`config.mk`:
```
export PLATFORM = sky130hd
export DESIGN_NAME = cff_mac
export DESIGN_NICKNAME = d
export VERILOG_FILES = /design/src/hw/rtl/cff_pkg.sv /design/src/hw/rtl/cff_mac.sv
export SDC_FILE = /design/constraint.sdc
export NUM_CORES = 2
export LEC_CHECK = 0
export BUFFER_PORTS_ARGS = -buffer_cell sky130_fd_sc_hd__clkbuf_2
export CAP_MARGIN = 20
export CORE_UTILIZATION = 50
export DETAILED_ROUTE_END_ITERATION = 16
export PLACE_DENSITY = 0.69
export SETUP_SLACK_MARGIN = 0.05
export SLEW_MARGIN = 0
export SYNTH_ARGS = -nofsm -noshare
export SYNTH_HDL_FRONTEND = slang
export SYNTH_SLANG_ARGS = --single-unit
```
`constraint.sdc`:
```
create_clock -name clk -period 7.1 [get_ports clk]
set_input_delay 1.065 -clock clk [delete_from_list [all_inputs] [get_ports clk]]
set_output_delay 1.065 -clock clk [all_outputs]
set_load 0.01 [all_outputs]
```
`src/hw/rtl/cff_pkg.sv`:
```
// ----------------------------------------------------------------------------
// cff_pkg
// Shared constants, request codes and control types of the complex FIR filter.
// ----------------------------------------------------------------------------
package cff_pkg;

  localparam int CFF_MAX_TAPS     = 128;
  localparam int CFF_SAMPLE_WIDTH = 16;
  localparam int CFF_COEF_WIDTH   = 16;

  localparam int ACC_W        = 64;
  localparam int REQ_W        = 2;
  localparam int COEF_INDEX_W = 7;
  localparam int TAP_CFG_W    = 8;

  localparam logic [TAP_CFG_W-1:0] TAP_COUNT_RESET = 8'd128;

  localparam logic [REQ_W-1:0] REQ_FILTER = 2'd0;
  localparam logic [REQ_W-1:0] REQ_LOAD   = 2'd1;
  localparam logic [REQ_W-1:0] REQ_CLEAR  = 2'd2;

  typedef enum logic [1:0] {
    ST_IDLE,
    ST_RUN,
    ST_DRAIN,
    ST_DONE
  } fsm_state_t;

  typedef struct packed {
    logic clr;
    logic vld;
  } mac_ctl_t;

  typedef struct packed {
    logic busy;
  } mac_stat_t;

endpackage

```
`src/hw/rtl/cff_mac.sv`:
```
// ----------------------------------------------------------------------------
// cff_mac
// Multiply-accumulate for I and Q on one shared coefficient, with rounding and saturation.
// ----------------------------------------------------------------------------
module cff_mac import cff_pkg::*; #(
  parameter int SAMPLE_WIDTH = CFF_SAMPLE_WIDTH,
  parameter int COEF_WIDTH   = CFF_COEF_WIDTH
) (
  input  logic                           clk,
  input  logic                           rst_n,
  input  mac_ctl_t                       ctl,
  input  logic signed [SAMPLE_WIDTH-1:0] smp_i,
  input  logic signed [SAMPLE_WIDTH-1:0] smp_q,
  input  logic signed [COEF_WIDTH-1:0]   coef,
  output mac_stat_t                      stat,
  output logic signed [SAMPLE_WIDTH-1:0] res_i,
  output logic signed [SAMPLE_WIDTH-1:0] res_q,
  output logic                           res_sat
);

  localparam int PROD_W = SAMPLE_WIDTH + COEF_WIDTH;
  localparam int FRAC_W = COEF_WIDTH - 1;
  localparam logic signed [ACC_W-1:0] RND_ONE = ACC_W'(64'd1 << (FRAC_W - 1));
  localparam logic signed [ACC_W-1:0] SAT_HI  =
    ACC_W'((64'sd1 <<< (SAMPLE_WIDTH - 1)) - 64'sd1);
  localparam logic signed [ACC_W-1:0] SAT_LO  = ~SAT_HI;

  logic                     p_v_r;
  logic signed [PROD_W-1:0] prod_i_r;
  logic signed [PROD_W-1:0] prod_q_r;
  logic signed [ACC_W-1:0]  acc_i_r;
  logic signed [ACC_W-1:0]  acc_q_r;
  logic [SAMPLE_WIDTH:0]    rs_i;
  logic [SAMPLE_WIDTH:0]    rs_q;

  // returns {clip, value}
  function automatic logic [SAMPLE_WIDTH:0] round_sat(input logic signed [ACC_W-1:0] acc);
    logic signed [ACC_W-1:0] rnd;
    logic signed [ACC_W-1:0] shf;
    logic [SAMPLE_WIDTH:0]   res;
    rnd = acc + RND_ONE;
    shf = rnd >>> FRAC_W;
    if (shf > SAT_HI) begin
      res = {1'b1, SAT_HI[SAMPLE_WIDTH-1:0]};
    end else if (shf < SAT_LO) begin
      res = {1'b1, SAT_LO[SAMPLE_WIDTH-1:0]};
    end else begin
      res = {1'b0, shf[SAMPLE_WIDTH-1:0]};
    end
    return res;
  endfunction

  always_ff @(posedge clk) begin
    if (!rst_n) begin
      p_v_r <= 1'b0;
    end else begin
      p_v_r <= ctl.vld;
    end
  end

  always_ff @(posedge clk) begin
    prod_i_r <= smp_i * coef;
    prod_q_r <= smp_q * coef;
    if (ctl.clr) begin
      acc_i_r <= '0;
      acc_q_r <= '0;
    end else if (p_v_r) begin
      acc_i_r <= acc_i_r + ACC_W'(prod_i_r);
      acc_q_r <= acc_q_r + ACC_W'(prod_q_r);
    end
  end

  assign stat.busy = p_v_r;

  assign rs_i    = round_sat(acc_i_r);
  assign rs_q    = round_sat(acc_q_r);
  assign res_i   = rs_i[SAMPLE_WIDTH-1:0];
  assign res_q   = rs_q[SAMPLE_WIDTH-1:0];
  assign res_sat = rs_i[SAMPLE_WIDTH] | rs_q[SAMPLE_WIDTH];

endmodule

```
Word level (Yosys, flattened, before mapping)
Index checks and enable logic that the tools add are counted.
{"block": "classes", "add_sub_neg": 4, "mul": 2, "magnitude_cmp": 4, "n_mux": 4, "bitwise_logic": 1}
{"cell": "$add 64x16->64 const B", "n": 2}
{"cell": "$add 64x32->64", "n": 2}
{"cell": "$gt 49x16->1 const B", "n": 2}
{"cell": "$lt 49x16->1 const B", "n": 2}
{"cell": "$mux 17", "n": 4}
{"cell": "$mul 16x16->32", "n": 2}
{"cell": "$or 1x1->1", "n": 1}
{"block": "word_totals", "regBits": 193, "out_inout_bits": 34}

Logic depth before layout (Yosys ltp)
{"block": "depth", "word_depth": 5, "depth_mapped": 27, "mapped_depth_nobuf": 26}

Least setup slack after synthesis
Ideal clock, no wire load.
{"block": "synth_path", "path_kind": "input port to flip-flop", "start": "in coef[6]", "end": "reg prod_i_r[30]", "setup_ns": 0.072, "t_arrival_ns": 7.185, "required_time_ns": 7.028, "setup_slack_ns": -0.157, "cell_stages": 25, "path_buffers": 1, "cell_sequence": "clkbuf_1 -> and2_1 -> fa_1 -> inv_1 -> fa_1 -> fa_1 -> inv_1 -> fa_1 -> fa_1 -> inv_1 -> fa_1 -> inv_1 -> ha_1 -> a21o_1 -> a21o_1 -> a21o_1 -> a2bb2oi_1 -> o31ai_1 -> a211oi_1 -> a21oi_1 -> a31o_2 -> or4_1 -> a31o_2 -> a21oi_1 -> xnor2_1"}
{"block": "synth_between", "elab_chain_cells": 1}
{"item": "from (decl)", "line_no": "cff_mac.sv:14", "rtl": "input logic signed [COEF_WIDTH-1:0] coef,"}
{"item": "$mul 16x16->32", "line_no": "cff_mac.sv:62", "rtl": "prod_i_r <= smp_i * coef;"}
{"item": "to (signal assigned)", "line_no": "cff_mac.sv:62"}
{"item": "to (decl)", "line_no": "cff_mac.sv:29", "rtl": "logic signed [PROD_W-1:0] prod_i_r;"}
Every way passes these cells.
A chain may end at the register's enable or synchronous reset.

Worst setup path after layout
Ends and elaborated chain as after synthesis.

==> results.yml <==
placement:
  dp_cells: 5259
  place_area_sq_um: 37700
  portBuffers: 85
  dp_hpwl_microns: 72000
  gp_congestion: 0.924
setup_path:
  cp_common_cell: "fa_1"
  cp.arrival_ps: 7220
  r2r_cells: 15
  slowest_delay_ps: 540
  endpoint_kind: "register"
  worstSetupPathType: "in -> reg"
  crit_path_top_delay_cell: "fa_1"
  critPathTopFamily: "adder cells"
  critPathRequiredTime_ps: 7500
  worstSetupPathDepth: 25
  worstSetupStartpointType: "input pin"
  path_buf_inv: 5
  worstPathMaxFanout: 8
floorplan:
  core_sq_um: 68700
  ioPinCount: 86
  fp-row-count: 96
  fp.dieH_microns: 266
  initial_core_util_pct: 50.7
  die_w_microns: 266
  die-area_sq_um: 70700
clock_tree:
  cts_root_buffer: "clkbuf_16"
  ctsLongestPathBuffers: 2
  cts_tree: "built"
  clk_latency_ps: 470
  clk_pin_slew_ps: 80
  htreeDepth: 4
  cts_made_buffers: 17
  clock_sinks: 193
routing:
  drcViolationCount: 0
  finalWirelength_microns: 86000
  antenna_left: 0
  viasPerCell: 5.39
  post_drt_wl_per_cell_microns: 16.2
  drt-pass1-iter-count: 5
  drt-initial-drc-count: 1541
  via_count: 28530
logic_synthesis:
  synth_area_sq_um: 34800
  synth_area_leaders: "fa_1 30%, dfxtp_1 11%, ha_1 10%"
  async_reset_ff_share_pct: 0
  synth_top_area_share_pct: 30.2
  synth_edf_count: 0
  ys.flop_type: "dfxtp_1"
  synth_warnings: 0
  synth.distinct_cells: 82
  syn_inst: 4181
  yosysTopAreaCell: "fa_1"
  avgSynthCellArea_sq_um: 8.33
  yosys_register_bits: 193
  ys_seq_area_share_pct: 11.1
  syn_nets: 5051
timing:
  hold_violations: 0
  max_freq_mhz: 147
  slew_headroom_pct: 22.9
  fin_crit_sh_pct: 96.1
  worst_slew_pin_slew_ps: 1160
  skew_ps: 15.9
  rsz0062_at_grt: "false"
  finalSetupViolCount: 0
  period_needed_ps: 6820
  drv_slew: 0
global_routing:
  grt_max_degree: 58
  track_usage_pct: 25.1
  grt_pass1_vias: 28883
  antenna_found_initial: 3
  grt_overflow: 0
  grt_first_pass_wirelength_microns: 144000
cells_and_area:
  syn_to_final_growth_pct: 10.2
  utilization_pct: 55.8
  final_nets: 5219
  final_cells: 5293
  antenna_cells: 0
  finalInstanceArea_sq_um: 38400
  drive_gt1_share_pct: 8.94
worst_hold_path:
  min_path_cells: 2
  min_path_type: "reg -> reg"
flow_run:
  max_cap_viol_count: 0
outcome:
  status: "finished, final reports clean"
[cells by family (layout without fill, tap and decap cells)]
logic type	Yosys count	in the layout	synth area share, %
AO/OA/AOI/OAI	734	734	13.1
adder cells (fa/ha/maj)	818	818	40.7
flip-flops	193	193	11.1
XOR/XNOR	255	255	6.41
multiplexers	54	54	1.55
buffers and inverters	874	1055	9.48
AND/OR/NAND/NOR	1253	1253	17.6
[sequential cells by signal, indices dropped and copies added, names as in the netlist]
name,count
prod_i_r,32
stat,1
prod_q_r,32
acc_i_r,64
acc_q_r,64
[routing by layer]
| metal | vias to the layer above | global-route usage, % | wire length (microns) |
|---|---|---|---|
| li1 | 13782 | - | - |
| met1 | 13946 | 34.8 | 40100 |
| met2 | 674 | 41.8 | 40300 |
| met3 | 126 | 2.44 | 3660 |
| met4 | 2 | 6.74 | 1910 |
| met5 | - | 0 | 13 |
[cell type report]
type | count | area (sq um)
clock buffers | 17 | 425
inverters | 709 | 2670
well taps | 931 | 1160
flip-flops and latches | 193 | 3870
repair buffers | 314 | 2290
multi-input cells | 3114 | 27800
fillers | 6454 | 30300
clock inverters | 15 | 169
[tightest hold or removal path: stages (launching register included)]
cell	delay (ps)
dfxtp_1	320
nand2_1	60
a21oi_1	50
[repair_timing]
action                                 in CTS  in global routing
buffers inserted                            0                  2
resized for setup                           0                 32
setup endpoints to repair                   0                  7
endpoints found under the hold margin       0                  0
hold buffers                                0                  0
[placed cells by master, fill, tap and decap left out, drive strengths merged, types with 6 or more instances in the layout]
cell type | Yosys | final
a2111oi | 11 | 11
a211o | 7 | 7
a211oi | 21 | 21
a21boi | 7 | 7
a21o | 100 | 100
a21oi | 218 | 218
a31o | 6 | 6
a31oi | 36 | 36
and2 | 273 | 273
and3 | 29 | 29
and4 | 15 | 15
buf | 13 | 238
clkbuf | 152 | 93
dfxtp | 193 | 193
fa | 526 | 526
ha | 292 | 292
inv | 708 | 716
mux2i | 54 | 54
nand2 | 427 | 427
nand2b | 26 | 26
nand3 | 61 | 61
nand4 | 59 | 59
nor2 | 248 | 248
nor2b | 25 | 25
nor3 | 41 | 41
nor4 | 17 | 17
o211ai | 11 | 11
o21a | 17 | 17
o21ai | 188 | 188
o21bai | 51 | 51
o31ai | 14 | 14
or3 | 8 | 8
or4 | 6 | 6
xnor2 | 182 | 182
xor2 | 73 | 73
[path summary, 6_finish.rpt]
| check | startpoint | endpoint | slack [ps] |
|---|---|---|---|
| worst max-delay path | coef[6] | prod_i_r[30] | 280 |
| worst min-delay path | acc_q_r[4] | acc_q_r[4] | 480 |
| worst max register to register | acc_i_r[0] | acc_i_r[60] | 2720 |
| worst min register to register | acc_q_r[4] | acc_q_r[4] | 480 |
[stage by stage]
stage	setup WS (ps)	hold slack, ps	setup TNS (ps)
6_report	280	479	0
3_5_place_dp	-385	469	-1740
3_3_place_gp	-281	460	-919
5_1_grt	31.8	509	0
4_1_cts	119	480	0
2_1_floorplan	46.9	445	0
[synth_stat cells (11+ instances only)]
| master | n |
|---|---|
| dfxtp_1 | 193 |
| inv_1 | 708 |
| xor2_1 | 73 |
| a2111oi_0 | 11 |
| nand4_1 | 59 |
| nand3_1 | 61 |
| a211oi_1 | 21 |
| fa_1 | 526 |
| xnor2_1 | 182 |
| nor3_1 | 40 |
| and3_1 | 29 |
| nor2b_1 | 25 |
| o31ai_1 | 14 |
| o21bai_1 | 51 |
| a31oi_1 | 36 |
| mux2i_1 | 54 |
| clkbuf_1 | 151 |
| and2_1 | 271 |
| nor4_1 | 17 |
| nand2b_1 | 26 |
| nor2_1 | 246 |
| o21ai_0 | 187 |
| nand2_1 | 427 |
| a21oi_1 | 218 |
| ha_1 | 292 |
| and4_1 | 13 |
| a21o_1 | 100 |
| o21a_1 | 17 |
Power is not shown: default switching activity piles up to over one toggle a cycle in this logic, so the estimate is an artifact.
